<file path="src/sbe_fifo.sv">
// ----------------------------------------------------------------------------
// sbe_fifo
// Small synchronous FIFO built from registers; DEPTH must be a power of two.
// ----------------------------------------------------------------------------
module sbe_fifo #(
    parameter int WIDTH = 8,
    parameter int DEPTH = 4
) (
    input  logic             i_clk,
    input  logic             i_rst_n,
    input  logic             i_push,
    input  logic [WIDTH-1:0] i_data,
    output logic             o_full,
    input  logic             i_pop,
    output logic [WIDTH-1:0] o_data,
    output logic             o_empty
);

    localparam int AW = $clog2(DEPTH);

    logic [WIDTH-1:0] r_mem [DEPTH];
    logic [AW:0]      r_wptr;
    logic [AW:0]      r_rptr;
    logic             w_wr;
    logic             w_rd;

    // Extra pointer bit tells full from empty
    assign o_empty = (r_wptr == r_rptr);
    assign o_full  = (r_wptr[AW] != r_rptr[AW]) && (r_wptr[AW-1:0] == r_rptr[AW-1:0]);
    assign w_wr    = i_push && !o_full;
    assign w_rd    = i_pop && !o_empty;
    assign o_data  = r_mem[r_rptr[AW-1:0]];

    // Pointers
    always_ff @(posedge i_clk) begin
        if (!i_rst_n) begin
            r_wptr <= '0;
            r_rptr <= '0;
        end else begin
            if (w_wr) begin
                r_wptr <= r_wptr + (AW+1)'(1);
            end
            if (w_rd) begin
                r_rptr <= r_rptr + (AW+1)'(1);
            end
        end
    end

    // Storage
    always_ff @(posedge i_clk) begin
        if (w_wr) begin
            r_mem[r_wptr[AW-1:0]] <= i_data;
        end
    end

endmodule

</file>
<file path="config.mk">
export PLATFORM = sky130hd
export DESIGN_NAME = sbe_fifo
export DESIGN_NICKNAME = d
export VERILOG_FILES = /design/src/sbe_fifo.sv
export SDC_FILE = /design/constraint.sdc
export NUM_CORES = 1
export LEC_CHECK = 0
export BUFFER_PORTS_ARGS = -buffer_cell sky130_fd_sc_hd__buf_2
export CORE_ASPECT_RATIO = 1.2
export CORE_MARGIN = 2
export CORE_UTILIZATION = 30
export DETAILED_ROUTE_END_ITERATION = 12
export GPL_TIMING_DRIVEN = 0
export MAX_ROUTING_LAYER = met4
export PLACE_DENSITY = 0.55
export RECOVER_POWER = 50
export SKIP_LAST_GASP = 1
export SLEW_MARGIN = 20
export SYNTH_ARGS = -nofsm -noshare
export SYNTH_HDL_FRONTEND = slang
export SYNTH_SLANG_ARGS = --single-unit
</file>
<file path="constraint.sdc">
create_clock -name i_clk -period 1.9 [get_ports i_clk]
set_clock_uncertainty 0.05 [all_clocks]
set_input_delay 0 -clock i_clk [delete_from_list [all_inputs] [get_ports i_clk]]
set_output_delay 0 -clock i_clk [all_outputs]
set_load 0.005 [all_outputs]
</file>
==> results_dict.tcl <==
set metrics [dict create \
    synth_top_area_share_pct 55.73 \
    die_area_mm2 0.006372 \
    synth_cell_types 28 \
    postSynthCellCount 110 \
    fin_setup_tns_ns 0 \
    max_stage_delay_ns 0.49 \
    cts.path.max_buffers 2 \
    synthArstFlopShare_pct 0 \
    clkTransAtPathRegs_ns 0.07 \
    crit_path_cell_trace "xor2_1 -> nor3_1 -> nor2_4" \
    overflow 0 \
    outcome "finished clean" \
    grt_pass1_wl_um 5188 \
    antenna_found_initial 0 \
    drive_above_1_share_pct 23.65 \
    drt-initial-drc-count 62 \
    arrival_ns 1.73 \
    maxSlewViolCount 0 \
    start_kind "register" \
    r2r_start "r_wptr[0]" \
    syn_to_final_growth_pct 21.12 \
    synth.area.top_cells "edfxtp_1 56%, mux4_2 10%, dfxtp_1 9.3%, ha_1 3.6%, a211o_1 2.0%" \
    clock-root-buffer "clkbuf_8" \
    seq_area_frac_synth_pct 65.02 \
    synth_flop_cell "edfxtp_1" \
    hold_viol 0 \
    critPathKind "register to register" \
    htree_levels 2 \
    vias_per_cell 5.066 \
    post-route-period-util_pct 95.72 \
    yosysWarnings 0 \
    layout.cell_area.non_filler_mm2 0.002088 \
    critPathMaxFanout 8 \
    cp-startpoint "r_wptr[0]" \
    setup_viol 0 \
    worst_pin_slew_ns 0.5925 \
    wl_per_cell_um 15.46 \
    numCtsBuffers 5 \
    final_nets 164 \
    dpl.hpwl_um 2277 \
    max_freq_mhz 549.8 \
    layout_min_cycle_time_ns 1.819 \
    syn_nets 127 \
    rsz0062_at_grt "true" \
    hold_path.class "input port to register" \
    slew_headroom_pct 60.21 \
    synth_seq_cells 40 \
    die_h_um 87.05 \
    drt_wl_total_um 3277 \
    core_mm2 0.005593 \
    cts.sinks 40 \
    fill_cells 540 \
    row_count 30 \
    p_leak_nw 0.7280 \
    post-cts-setup-buffers 0 \
    io_pins 22 \
    critical_path.top_delay_family "simple AND/OR/NAND/NOR gates" \
    drc 0 \
    gr-usage-all-layers_pct 11.27 \
    synth_most_common_cell "edfxtp_1" \
    grt_max_degree 14 \
    synth_top_area_cell "edfxtp_1" \
    globalplace.congestion 0.8202 \
    hp-start "i_push" \
    dr.pass1.iters 4 \
    ir_worst_vdd_mv 0.4642 \
    vias 1074 \
    drv_cap 0 \
    cp.buffers_inverters 0 \
    synth-edff-count 32 \
    drtAntennaViolNets 0 \
    power-per-cell-area_mw_per_mm2 1215 \
    netlist_area_mm2 0.001724 \
    port_buffers 21 \
    crit_path_end_kind "register" \
    insertion_delay_ns 0.29 \
    grt_pass1_vias 1121 \
    placed_cell_area_mm2 0.001909 \
    cts_tree "built" \
    netlist_top_cells_count "32 x edfxtp_1, 8 x dfxtp_1, 8 x mux4_2, 5 x ha_1, 5 x inv_1" \
    num_antenna_cells 0 \
    start_util_pct 30.83 \
    syn_avg_cell_area_um2 15.67 \
    cp.required_ns 1.81 \
    crit_path_top_delay_cell "dfxtp_1" \
    fp.dieW_um 73.21 \
]
[metal layers]
layer / part of all wire, % / routed length [um] / GRT usage, % / up-vias
met5: 0 / 0 / - / -
met4: 0.52 / 17 / 3.535 / 0
met3: 4.9 / 159 / 3.588 / 4
met2: 52 / 1696 / 19.90 / 35
met1: 43 / 1405 / 11.77 / 529
li1: - / - / - / 506
[cells in the final DEF, fill, tap and decap left out, types with 3 or more instances in the layout]
cell type      Yosys  routed
buf_2              1      14
clkbuf_8           0       5
nand3_1            3       3
nand2_1            3       3
nand3b_1           4       4
dlygate4sd3_1      0       9
o21ai_0            4       4
inv_1              5       5
dfxtp_1            8       8
ha_1               5       5
clkbuf_1           0       8
a211o_1            4       4
mux4_2             8       8
and2_2             0       3
xor2_1             3       3
nor3_1             4       4
edfxtp_1          32      32
xnor2_1            3       3
[sequential cells by signal (all words and copies together), names as in the netlist, named ones only]
signal / count
r_wptr: 3
r_rptr: 3
r_mem: 32
[logic make-up after synthesis]
logic type,synth area share [%]
compound gates,7.329
simple gates,7.837
fa+ha+maj,3.628
xor+xnor,3.048
mux,10.45
buf+inv,2.685
flops,65.02
[worst paths after layout]
| check | cells after the start | endpoint | slack [ns] |
|---|---|---|---|
| min | 3 | r_wptr[1] | 0.04 |
| min reg2reg | 2 | r_wptr[2] | 0.51 |
| max reg2reg | 3 | r_mem[3][3] | 0.08 |
| max | 3 | r_mem[3][3] | 0.08 |
[power breakdown]
| part | switching, W | internal [W] | total, W |
|---|---|---|---|
| Clock | 0.000295 | 0.000253 | 0.000548 |
| Combinational | 0.000446 | 0.000364 | 0.000810 |
| Sequential | 0.0000712 | 0.00111 | 0.00118 |
[tightest hold or removal path: cells and delay by family]
kind                   cells  cell delay (ns)
AOI/OAI and AO/OA          2             0.19
buffers and inverters      1             0.14
[through the flow]
stage	power, W	std cells	utilization, %	hold WS [ns]	setup slack, ns
2_1_floorplan	0.001724	110	-	0.04887	0.1612
3_3_place_gp	0.001965	195	34.14	0.1628	-0.2364
3_5_place_dp	0.001996	195	34.14	0.1696	-0.2860
4_1_cts	0.002560	212	37.45	0.02761	0.008032
5_1_grt	0.002708	212	37.34	0.05853	-0.08885
6_report	0.002537	212	37.34	0.04091	0.08124
[layout make-up]
| type | count | area (um2) | area share, % |
|---|---|---|---|
| Sequential cell | 40 | 1121 | 53.69 |
| Inverter | 5 | 18.77 | 0.8987 |
| Multi-Input combinational cell | 61 | 568.0 | 27.20 |
| Timing Repair Buffer | 30 | 185.2 | 8.868 |
| Clock inverter | 3 | 18.77 | 0.8987 |
| Buffer | 4 | 27.53 | 1.318 |
| Clock buffer | 5 | 68.82 | 3.295 |
| Tap cell | 64 | 80.08 | 3.835 |
[repair_timing]
action / 4_1_cts / 5_1_grt
pin swaps: 0 / 0
setup endpoints to repair: 8 / 32
gates resized for setup: 2 / 3
hold buffers: 9 / 0
endpoints found under the hold margin: 33 / 0
Note: power is estimated with default switching activity, not from simulation.
