<file path="config.mk">
export PLATFORM = sky130hd
export DESIGN_NAME = sbe_front
export DESIGN_NICKNAME = d
export VERILOG_FILES = /design/src/sbe_pkg.sv /design/src/sbe_front.sv
export SDC_FILE = /design/constraint.sdc
export NUM_CORES = 1
export LEC_CHECK = 0
export BUFFER_PORTS_ARGS = -buffer_cell sky130_fd_sc_hd__buf_2
export CAP_MARGIN = 5
export CORE_MARGIN = 3
export CORE_UTILIZATION = 35
export CTS_CLUSTER_SIZE = 40
export DETAILED_ROUTE_END_ITERATION = 8
export PLACE_DENSITY_LB_ADDON = 0.1
export SYNTH_ARGS = -nofsm -noshare
export SYNTH_HDL_FRONTEND = slang
export SYNTH_SLANG_ARGS = --single-unit
</file>
<file path="constraint.sdc">
create_clock -name i_clk -period 5.9 [get_ports i_clk]
set_clock_uncertainty 0.2 [all_clocks]
set_input_delay 0.295 -clock i_clk [delete_from_list [all_inputs] [get_ports i_clk]]
set_output_delay 0.295 -clock i_clk [all_outputs]
set_load 0.01 [all_outputs]
</file>
<file path="src/sbe_pkg.sv">
// ----------------------------------------------------------------------------
// sbe_pkg
// Shared types and constants of the stack bytecode evaluator.
// ----------------------------------------------------------------------------
package sbe_pkg;

    // Bytecode opcodes
    localparam logic [7:0] BC_ADD  = 8'd1;
    localparam logic [7:0] BC_MUL  = 8'd2;
    localparam logic [7:0] BC_PUSH = 8'd3;

    // Queue depths (powers of two)
    localparam int CMD_DEPTH = 4;
    localparam int RES_DEPTH = 2;

    // Stack operation handed from the parser to the executor
    typedef enum logic [1:0] {
        OP_NONE,
        OP_ADD,
        OP_MUL,
        OP_PUSH
    } t_op;

    // Parser phase
    typedef enum logic [1:0] {
        PH_OPCODE,
        PH_LENGTH,
        PH_DATA
    } t_phase;

    // Result status codes
    typedef enum logic [1:0] {
        ST_OK,
        ST_UNDER,
        ST_OVER,
        ST_TRUNC
    } t_status;

    // Decoded command: one stack op, optionally closing the program
    typedef struct packed {
        t_op         op;
        logic [31:0] value;
        logic        last;
        logic        trunc;
    } t_cmd;

    // Program result
    typedef struct packed {
        logic [31:0] value;
        t_status     status;
    } t_result;

endpackage

</file>
<file path="src/sbe_front.sv">
// ----------------------------------------------------------------------------
// sbe_front
// Byte parser: tracks opcode / length / data phases, assembles immediates
// and turns each byte into at most one stack command.
// ----------------------------------------------------------------------------
module sbe_front
    import sbe_pkg::*;
(
    input  logic       i_clk,
    input  logic       i_rst_n,
    input  logic       i_accept,
    input  logic [7:0] i_code_byte,
    input  logic       i_last_byte,
    output logic       o_cmd_valid,
    output t_cmd       o_cmd
);

    t_phase      r_phase, n_phase;
    logic [7:0]  r_rem, n_rem;
    logic [31:0] r_acc, n_acc;
    t_phase      w_phase_step;
    logic [7:0]  w_rem_dec;
    logic [31:0] w_acc_shift;

    assign w_rem_dec   = r_rem - 8'd1;
    assign w_acc_shift = {r_acc[23:0], i_code_byte};

    // Next state
    always_comb begin
        w_phase_step = r_phase;
        n_rem        = r_rem;
        n_acc        = r_acc;
        case (r_phase)
            PH_OPCODE: begin
                if (i_code_byte == BC_PUSH) begin
                    w_phase_step = PH_LENGTH;
                end
            end
            PH_LENGTH: begin
                if (i_code_byte == 8'd0) begin
                    w_phase_step = PH_OPCODE;
                end else begin
                    n_rem        = i_code_byte;
                    n_acc        = '0;
                    w_phase_step = PH_DATA;
                end
            end
            PH_DATA: begin
                n_acc = w_acc_shift;
                n_rem = w_rem_dec;
                if (w_rem_dec == 8'd0) begin
                    n_acc        = '0;
                    w_phase_step = PH_OPCODE;
                end
            end
            default: begin
                w_phase_step = PH_OPCODE;
            end
        endcase
        n_phase = w_phase_step;
        // program end drops any partial immediate
        if (i_last_byte) begin
            n_phase = PH_OPCODE;
            n_rem   = '0;
            n_acc   = '0;
        end
    end

    // Command decode
    always_comb begin
        o_cmd.op    = OP_NONE;
        o_cmd.value = '0;
        case (r_phase)
            PH_OPCODE: begin
                if (i_code_byte == BC_ADD) begin
                    o_cmd.op = OP_ADD;
                end else if (i_code_byte == BC_MUL) begin
                    o_cmd.op = OP_MUL;
                end
            end
            PH_LENGTH: begin
                if (i_code_byte == 8'd0) begin
                    o_cmd.op = OP_PUSH;
                end
            end
            PH_DATA: begin
                if (w_rem_dec == 8'd0) begin
                    o_cmd.op    = OP_PUSH;
                    o_cmd.value = w_acc_shift;
                end
            end
            default: begin
                o_cmd.op = OP_NONE;
            end
        endcase
        o_cmd.last  = i_last_byte;
        o_cmd.trunc = i_last_byte && (w_phase_step != PH_OPCODE);
        o_cmd_valid = i_accept && ((o_cmd.op != OP_NONE) || i_last_byte);
    end

    // State registers
    always_ff @(posedge i_clk) begin
        if (!i_rst_n) begin
            r_phase <= PH_OPCODE;
            r_rem   <= '0;
            r_acc   <= '0;
        end else if (i_accept) begin
            r_phase <= n_phase;
            r_rem   <= n_rem;
            r_acc   <= n_acc;
        end
    end

endmodule

</file>
==> results of run 1 <==
==> per-layer routing <==
layer  track usage [%]  routed length [um]  vias to the layer above
met5                 0                   0                        -
met4             5.392                  61                        0
met3             3.037                 228                        4
met2             26.36                2486                       34
met1             21.10                2636                      917
li1                  -                   -                      989
==> registers in the layout (all words and copies together), names as in the netlist <==
name / cells
r_acc: 24
r_rem: 8
r_phase: 2
==> worst paths after layout <==
kind	startpoint	end	slack (ns)	cells past startpoint
max	r_rem[0]	o_cmd[9]	2.53	6
min	i_code_byte[7]	r_acc[7]	0.09	2
min reg2reg	r_acc[21]	r_acc[21]	0.28	1
max reg2reg	r_phase[1]	r_rem[5]	3.54	4
==> kinds of logic (layout without fill, tap and decap cells) <==
logic type | after synthesis | after routing | synth area share [%]
simple gates | 88 | 88 | 23.69
xor+xnor | 5 | 5 | 2.137
mux | 2 | 2 | 1.221
compound gates | 64 | 64 | 26.19
flops | 34 | 34 | 33.21
fa+ha+maj | 2 | 2 | 1.221
buf+inv | 60 | 97 | 12.33
==> per-stage QoR <==
step / worst slack, ns / std cells / total power, mW / utilization [%]
after CTS: 2.443 / 364 / 0.4372 / 42.65
final: 2.526 / 364 / 0.4305 / 42.65
after global placement: 2.837 / 357 / 0.2712 / 41.23
after global routing: 2.251 / 364 / 0.4483 / 42.65
after detailed placement: 2.744 / 357 / 0.2710 / 41.23
after floorplan: 3.441 / 255 / 0.2575 / -
==> synth_stat cells (2+ instances only) <==
cell type	number
nor3_1	39
a31oi_1	5
dfxtp_1	34
a21oi_1	5
o21ai_0	2
xor2_1	3
or4_1	2
xnor2_1	2
buf_4	3
nand3b_1	2
nand3_1	6
nor2_1	9
nand2_1	10
o32ai_1	3
nand2b_1	2
nor2b_1	2
a211oi_1	2
clkbuf_1	5
o31ai_1	2
nand4_1	2
o22ai_1	2
inv_1	39
o21a_1	2
buf_2	13
o2bb2ai_1	2
ha_1	2
a22o_1	23
or3_2	2
==> area by class of cell <==
cell class / count / area, um^2 / share of cell area, %
sequential: 34 / 680.7 / 28.63
clock buffer: 5 / 68.82 / 2.895
clock inverter: 2 / 10.01 / 0.4211
tap: 72 / 90.09 / 3.789
multi-input combinational: 161 / 1119 / 47.05
inverter: 39 / 146.4 / 6.158
timing repair buffer: 51 / 262.8 / 11.05
==> worst max-delay path: stages, from the launching register on <==
cell and delay, ns:
dfxtp_1 0.47, inv_1 0.08, ha_1 0.25, o41ai_2 0.49
nand4_2 0.71, nor3_1 0.39, buf_2 0.19
==> power by group through the flow <==
stage	combinational, mW	clock (mW)	sequential (mW)
final	0.0356	0.165	0.230
after CTS	0.0358	0.171	0.230
after floorplan	0.0226	0	0.235
after global routing	0.0394	0.179	0.230
after global placement	0.0358	0	0.235
after detailed placement	0.0356	0	0.235
==> key figures, run 1 <==
Power
  • Sequential power share: 53.5%
  • Switching Share: 25.60%
  • Clock power frac: 38.3%
  • Lkg Pwr: 0.9215 nW
  • Int Power: 0.3202 mW
  • Pwr Density: 181.1 nW/um^2
  • VDD IR-drop max: 0.07413 mV
  • Switch Pwr: 0.1102 mW
  • Comb pwr share: 8.3%

Flow run
  • Max_cap viols: 0

Synthesis
  • Top FF cell, synth: dfxtp_1
  • Mean Syn Cell Area: 8.037 um^2
  • Post-Syn Nets: 269
  • Post-synthesis cell area: 2049 um^2
  • Share of Yosys cell area claimed by the top area cell type: 33.21%
  • #FFs+latches synth: 34
  • Post-synth cell types: 58
  • Top cells by area, synth: dfxtp_1 33%, a22o_1 9.8%, nor3_1 9.5%, inv_1 7.1%, buf_2 3.2%
  • Post-synth EDFFs: 0
  • Seq/Total Area, Yosys: 33.21%
  • Cell taking the most area after synthesis: dfxtp_1
  • Synth Warn #: 0
  • Asr flop ratio synth: 0%
  • Mapped Cells: 255

Worst hold path
  • Hold crit path type: in2reg

Clocking
  • Bufs on Longest Clock Path: 2
  • CTS resizes: 0
  • Hold_buf cts: 0
  • Worst-path clk slew: 0.07 ns
  • Clk root buf: clkbuf_8
  • H-tree depth: 2
  • Setup bufs post-CTS: 0
  • Clock net sink count: 34
  • TritonCTS buffer count: 5
  • Clock Latency Late Sink: 0.28 ns
  • CTS tree: done

Floorplan
  • Die Width: 82.52 um
  • Initial core utilization: 36.77%
  • CORE AREA: 5574 um^2
  • Core Rows: 27
  • Number of I/O pins: 49
  • Die H: 82.52 um
  • Die area: 6810 um^2

Drt
  • Post-DRT Antenna Nets: 0
  • Residual DRC: 0
  • Drt pass-1 iters: 4
  • Via density per instance: 5.341
  • Drt wl/cell: 14.87 um
  • First DRT Iteration DRCs: 87
  • Via count: 1944
  • DRT Wirelength: 5413 um

Worst setup path
  • Critical path startpoint category: flip-flop
  • Critical path data arrival time: 2.88 ns
  • CP max FO: 35
  • Setup CP Type: reg2out
  • Worst Setup End Kind: output port
  • Req. time, crit path: 5.41 ns

Layout
  • Layout cell share with drive strength beyond 1: 25.00%
  • Final Cell Area: 2377 um^2
  • Most frequent cells in the layout: 48 x buf_2, 39 x inv_1, 39 x nor3_1, 34 x dfxtp_1, 23 x a22o_1
  • Area growth, synth to finish: 16.00%
  • Nets@finish: 306
  • Fillers: 583
  • N_diodes: 0
  • Most common cell after layout, fill and taps aside: buf_2

Global route
  • First-pass GRT wire length: 8487 um
  • Vias in the first global route: 1731
  • Total gr overflow: 0
  • Total track usage: 16.08%
  • Largest net degree at the start of global routing: 36
  • Initial antenna violation count: 0

STA
  • Hold Violations, Final: 0
  • Fin crit period: 3.374 ns
  • Worst hold margin: 0.09129 ns
  • Worst Max-Slew Pin Slew: 0.8226 ns
  • RSZ-0062 raised after global routing: no
  • Achievable Freq: 0.2964 GHz
  • Max_slew headroom: 45.03%
  • Final setup fails: 0
  • Period utilization: 57.18%
  • Final Max Slew Viols: 0
  • Setup TNS: 0 ns

Place
  • IO Port Bufs: 48
  • GPL Wtd Cong: 0.8573
  • HPWL Detailed: 3907 um
  • Dpl cell area: 2298 um^2

Outcome
  • Status: finished, final reports clean
No activity file was read; power rests on OpenSTA's default activity.
==> run 2, diff against run 1 <==
==> constraint.sdc (replaced) <==
create_clock -name i_clk -period 3.3 [get_ports i_clk]
set_clock_uncertainty 0.2 [all_clocks]
set_input_delay 0.165 -clock i_clk [delete_from_list [all_inputs] [get_ports i_clk]]
set_output_delay 0.165 -clock i_clk [all_outputs]
set_load 0.01 [all_outputs]
==> run 2 against run 1 <==
Against the previous run: non-clock buffer count rose by 7; largest power group is now the clock network; final area rose by 5.5%; highest routed layer unchanged; global-route usage rose by 1.6 points; worst setup slack got worse by 2.2 ns.
==> key figures, run 2 (synthesized netlist as in run 1, its figures left out) <==
Outcome
  • Status: finished, final reports clean

Clocking
  • Clk root buf: clkbuf_8
  • Worst-path clk slew: 0.08 ns (about the same)
  • TritonCTS buffer count: 5 (unchanged)
  • Clock net sink count: 34 (unchanged)
  • H-tree depth: 2 (unchanged)
  • Clock Latency Late Sink: 0.29 ns (about the same)
  • Bufs on Longest Clock Path: 2 (unchanged)
  • CTS tree: done

Drt
  • Residual DRC: 0 (unchanged)
  • Drt pass-1 iters: 4 (unchanged)
  • Via density per instance: 5.382 (+0.77%)
  • Post-DRT Antenna Nets: 0 (unchanged)
  • First DRT Iteration DRCs: 83 (-4.6%)
  • Drt wl/cell: 15.12 um (+1.7%)
  • DRT Wirelength: 5625 um (+3.9%)
  • Via count: 2002 (+3.0%)

STA
  • Final Max Slew Viols: 0 (unchanged)
  • Achievable Freq: 0.3356 GHz
  • Worst hold margin: 0.01524 ns (-0.07605 ns)
  • Worst Max-Slew Pin Slew: 1.145 ns (+0.3223 ns)
  • Hold Violations, Final: 0 (unchanged)
  • RSZ-0062 raised after global routing: no
  • Setup TNS: 0 ns (unchanged)
  • Period utilization: 90.29%
  • Final setup fails: 0 (unchanged)
  • Max_slew headroom: 23.44% (-22 points)
  • Fin crit period: 2.980 ns

Place
  • Dpl cell area: 2306 um^2 (+0.33%)
  • DP Cell Count: 358 (+0.28%)
  • IO Port Bufs: 48 (unchanged)
  • GPL Wtd Cong: 0.8660 (+1.0%)
  • HPWL Detailed: 3961 um (+1.4%)

Floorplan
  • Number of I/O pins: 49 (unchanged)
  • Die area: 6810 um^2 (unchanged)
  • CORE AREA: 5574 um^2 (unchanged)
  • Die H: 82.52 um (unchanged)
  • Core Rows: 27 (unchanged)
  • Die Width: 82.52 um (unchanged)
  • Initial core utilization: 36.77% (unchanged)

Layout
  • Most frequent cells in the layout: 48 x buf_2, 39 x inv_1, 39 x nor3_1, 34 x dfxtp_1, 23 x a22o_1
  • Area growth, synth to finish: 22.41%
  • N_diodes: 0 (unchanged)
  • Most common cell after layout, fill and taps aside: buf_2
  • Final Cell Area: 2509 um^2 (+5.5%)
  • Largest register FFs: 24 (unchanged)
  • Largest Register: r_acc
  • Layout cell share with drive strength beyond 1: 25.00% (unchanged)
  • Top Registers: r_acc (24), r_rem (8), r_phase (2)
  • Post-Layout Cell Count: 372 (+2.2%)
  • Nets@finish: 313 (+2.3%)

Worst setup path
  • CP max FO: 16 (-54%)
  • Worst path max stage delay: 0.55 ns (-0.16 ns)
  • Critical path's top delay family: compound AO/OA/AOI/OAI gates
  • Critical path data arrival time: 2.61 ns (-0.27 ns)
  • Worst path bufs/invs: 3 (+1)
  • Setup CP Type: reg2out
  • Worst path cell trace: inv_1, ha_1, o41ai_2, nand4_2, buf_4, nor3_1, buf_2
  • Reg2reg setup slack: 0.57 ns (-2.97 ns)
  • Req. time, crit path: 2.93 ns (-2.48 ns)
  • Worst Setup End Kind: output port
  • Critical-path top delay cell: o41ai_2
  • Critical path startpoint category: flip-flop

Power
  • VDD IR-drop max: 0.1860 mV (+150%)
  • Total power: 0.9651 mW (+120%)
  • Pwr Density: 384.7 nW/um^2 (+110%)
  • Lkg Pwr: 0.9770 nW (+6.0%)

Global route
  • Total gr overflow: 0 (unchanged)
  • Total track usage: 17.66% (+1.6 points)
  • First-pass GRT wire length: 9218 um (+8.6%)
  • Largest net degree at the start of global routing: 35 (-2.8%)
  • Initial antenna violation count: 0 (unchanged)
  • Vias in the first global route: 1837 (+6.1%)

Flow run
  • Max_cap viols: 0 (unchanged)

Worst hold path
  • Hold crit path type: in2reg
[run 2: path summary, 6_finish.rpt]
kind | startpoint | endpoint | depth (start not counted)
worst max register to register | r_phase[1] | r_acc[2] | 4
worst max-delay path | r_rem[0] | o_cmd[33] | 7
worst min register to register | r_acc[20] | r_acc[20] | 1
worst min-delay path | i_rst_n | r_rem[3] | 3
[run 2: layout make-up]
class / count / area [um^2]
well taps: 72 / 90.09
fillers: 568 / 3065
flip-flops and latches: 34 / 680.7
clock buffers: 6 / 82.58
inverters: 39 / 146.4
multi-input cells: 161 / 1119
repair buffers: 58 / 330.3
clock inverters: 2 / 60.06
[run 2: metal layers]
layer / part of all wire, % / track usage [%]
met5: 0 / 0
met4: 1.7 / 7.190
met2: 48 / 29.25
met1: 46 / 22.63
met3: 4.7 / 3.037
[run 2: worst register-to-register path, cell delays in order, from the launching register on]
cell and delay [ns]:
dfxtp_1 0.53, and2b_1 0.50, nand3_1 0.24, a31oi_2 0.93
a22o_2 0.27
[run 2: power by group]
group	switching [mW]	internal, mW
Clock	0.161	0.322
Combinational	0.0457	0.0251
Sequential	0.00103	0.410
Total	0.207	0.758
[run 2: metrics by stage]
step | setup WS (ns) | utilization, %
4_1_cts | 0.3232 | 45.01
3_3_place_gp | 0.5920 | 41.37
6_report | 0.3204 | 45.01
5_1_grt | 0.08789 | 45.01
3_5_place_dp | 0.6039 | 41.37
2_1_floorplan | 0.9706 | -
[run 2: repair_timing]
action | CTS | global route
setup buffers | 0 | 0
hold endpoints to repair | 6 | 0
hold buffers | 6 | 0
gates resized for setup | 0 | 0
==> run 3, diff against run 2 <==
--- a/config.mk
+++ b/config.mk
@@ -8,7 +8,7 @@
 export BUFFER_PORTS_ARGS = -buffer_cell sky130_fd_sc_hd__buf_2
 export CAP_MARGIN = 5
 export CORE_MARGIN = 3
-export CORE_UTILIZATION = 35
+export CORE_UTILIZATION = 53
 export CTS_CLUSTER_SIZE = 40
 export DETAILED_ROUTE_END_ITERATION = 8
 export PLACE_DENSITY_LB_ADDON = 0.1
==> run 3 against run 2 <==
Against the previous run: non-clock buffer count down 1; core utilization is 24 points higher; worst hold slack better by 0.0055 ns; register-to-register slack improved by 0.07 ns; worst setup slack better by 0.14 ns; count of clock-buffer cells in the layout is the same; global-route usage up 6.1 points; flip-flop and latch count unchanged; routed wire length is 9.4% lower; final cell count shrank 7.3%; critical path type unchanged; largest cell class unchanged; highest routed layer unchanged.
==> key figures, run 3 (synthesized netlist as in run 1, its figures left out) <==
Layout
  • Fillers: 290 (-49%)
  • Most common cell after layout, fill and taps aside: buf_2
  • Largest Register: r_acc
  • Storage element area: 680.7 um^2 (unchanged)
  • Layout cell share with drive strength beyond 1: 24.75% (-0.25 points)
  • Area growth, synth to finish: 18.13%
  • Largest register FFs: 24 (unchanged)
  • Most frequent cells in the layout: 48 x buf_2, 39 x inv_1, 39 x nor3_1, 34 x dfxtp_1, 23 x a22o_1
  • Core Util, Final: 68.76% (+24 points)
  • Multi-input logic area: 1119 um^2 (unchanged)
  • N_diodes: 0 (unchanged)
  • Nets@finish: 312 (-0.32%)
  • Top Registers: r_acc (24), r_rem (8), r_phase (2)
  • Final Cell Area: 2421 um^2 (-3.5%)

Global route
  • Initial antenna violation count: 0 (unchanged)
  • Total gr overflow: 0 (unchanged)
  • Total track usage: 23.76% (+6.1 points)
  • Vias in the first global route: 1772 (-3.5%)
  • Largest net degree at the start of global routing: 36 (+2.9%)
  • First-pass GRT wire length: 8307 um (-9.9%)

Worst setup path
  • Worst Setup End Kind: output port
  • CP max FO: 35 (+19)
  • Critical path data arrival time: 2.47 ns (-0.14 ns)
  • Setup CP Type: reg2out
  • Req. time, crit path: 2.93 ns (about the same)
  • Critical path startpoint category: flip-flop

Power
  • VDD IR-drop max: 0.2584 mV (+39%)
  • Total power: 0.8040 mW (-17%)
  • Lkg Pwr: 0.9486 nW (-2.9%)
  • Int Power: 0.6031 mW (-20%)
  • Switching Share: 24.98% (+3.5 points)
  • Pwr Density: 332.1 nW/um^2 (-14%)
  • Comb pwr share: 8.6% (+1.3 points)
  • Switch Pwr: 0.2009 mW (-3.1%)
  • Clock power frac: 40.2% (-9.8 points)
  • Sequential power share: 51.2% (+8.6 points)

STA
  • Fin crit period: 2.839 ns (-0.1405 ns)
  • Hold Violations, Final: 0 (unchanged)
  • Setup TNS: 0 ns (unchanged)
  • Max_slew headroom: 26.52% (+3.1 points)
  • RSZ-0062 raised after global routing: no
  • Worst hold margin: 0.02075 ns (+0.005504 ns)
  • Worst Max-Slew Pin Slew: 1.099 ns (-0.04615 ns)
  • Achievable Freq: 0.3522 GHz (+4.9%)
  • Final setup fails: 0 (unchanged)
  • Final Max Slew Viols: 0 (unchanged)
  • Period utilization: 86.04% (-4.3 points)

Drt
  • Top sig layer: met4
  • Routed met1 length: 2537 um (-1.6%)
  • Drt pass-1 iters: 4 (unchanged)
  • Drt wl/cell: 14.77 um (-2.3%)
  • Residual DRC: 0 (unchanged)
  • Post-DRT Antenna Nets: 0 (unchanged)
  • DRT Wirelength: 5096 um (-9.4%)
  • Met3 wire length: 342 um (+30%)
  • Via count: 2003 (+0.050%)
  • Via density per instance: 5.806 (+7.9%)
  • Wire length on met2: 2154 um (-20%)
  • First DRT Iteration DRCs: 218 (+160%)

Place
  • HPWL Detailed: 3487 um (-12%)
  • IO Port Bufs: 48 (unchanged)
  • Dpl cell area: 2266 um^2 (-1.7%)
  • GPL Wtd Cong: 0.9096 (+5.0%)

Outcome
  • Status: finished, final reports clean

Clocking
  • TritonCTS buffer count: 5 (unchanged)
  • Clk root buf: clkbuf_8
  • Bufs on Longest Clock Path: 2 (unchanged)
  • Clock net sink count: 34 (unchanged)
  • Setup bufs post-CTS: 0 (unchanged)
  • CTS tree: done
  • Worst-path clk slew: 0.07 ns (about the same)
  • H-tree depth: 2 (unchanged)
  • Clock Latency Late Sink: 0.28 ns (about the same)

Floorplan
  • Core Rows: 21 (-22%)
  • Die H: 68.19 um (-17%)
  • CORE AREA: 3521 um^2 (-37%)
  • Die area: 4649 um^2 (-32%)
  • Number of I/O pins: 49 (unchanged)
  • Die Width: 68.19 um (-17%)
  • Initial core utilization: 58.21% (+21 points)

Flow run
  • Max_cap viols: 0 (unchanged)

Worst hold path
  • Hold crit path type: in2reg
-- run 3: cell types whose count changed in the layout (fill, tap and decap cells not counted), sizes merged --
cell      delta
buf          -1
bufinv       -2
clkinvlp     +1
clkinv       +1
-- run 3: layout make-up --
type	instances	share of cell area (%)
multi-input combinational	161	46.20
sequential	34	28.11
timing repair buffer	57	13.33
inverter	39	6.047
clock buffer	6	3.411
tap	46	2.377
clock inverter	2	0.5168
-- run 3: power by group through the flow --
stage | combinational (mW) | sequential, mW | clock (mW)
after floorplan | 0.0403 | 0.420 | 0
after global placement | 0.0624 | 0.421 | 0
after detailed placement | 0.0624 | 0.421 | 0
after CTS | 0.0680 | 0.411 | 0.329
after global routing | 0.0765 | 0.411 | 0.346
final | 0.0693 | 0.411 | 0.323
-- run 3: stage by stage --
step	std cells	setup WS [ns]
2_1_floorplan	255	0.9706
3_3_place_gp	331	0.6977
3_5_place_dp	331	0.6862
5_1_grt	345	0.3382
4_1_cts	345	0.5011
6_report	345	0.4608
-- run 3: critical path, cell delays in order, from the launching register on --
cell	delay [ns]
dfxtp_1	0.48
inv_1	0.11
ha_1	0.25
nor3b_2	0.21
xnor2_1	0.33
nand4_2	0.13
buf_4	0.26
nor3_1	0.24
buf_2	0.18
-- run 3: final timing paths --
check,endpoint,from,cells after the start,slack [ns]
setup reg to reg,r_acc[2],r_rem[1],6,0.64
setup / recovery,o_cmd[2],r_rem[1],8,0.46
hold reg to reg,r_acc[17],r_acc[17],1,0.28
hold / removal,r_rem[3],i_rst_n,3,0.02
-- run 3: layer usage --
layer  vias to the layer above  GRT usage, %
met5                         -             0
met3                         6         6.240
met1                       911         34.34
met4                         0         8.437
met2                        86         33.69
li1                       1000             -
-- run 3: timing repair --
item	4_1_cts	5_1_grt
endpoints found under the hold margin	6	0
hold buffers	6	0
gates resized for setup	0	0
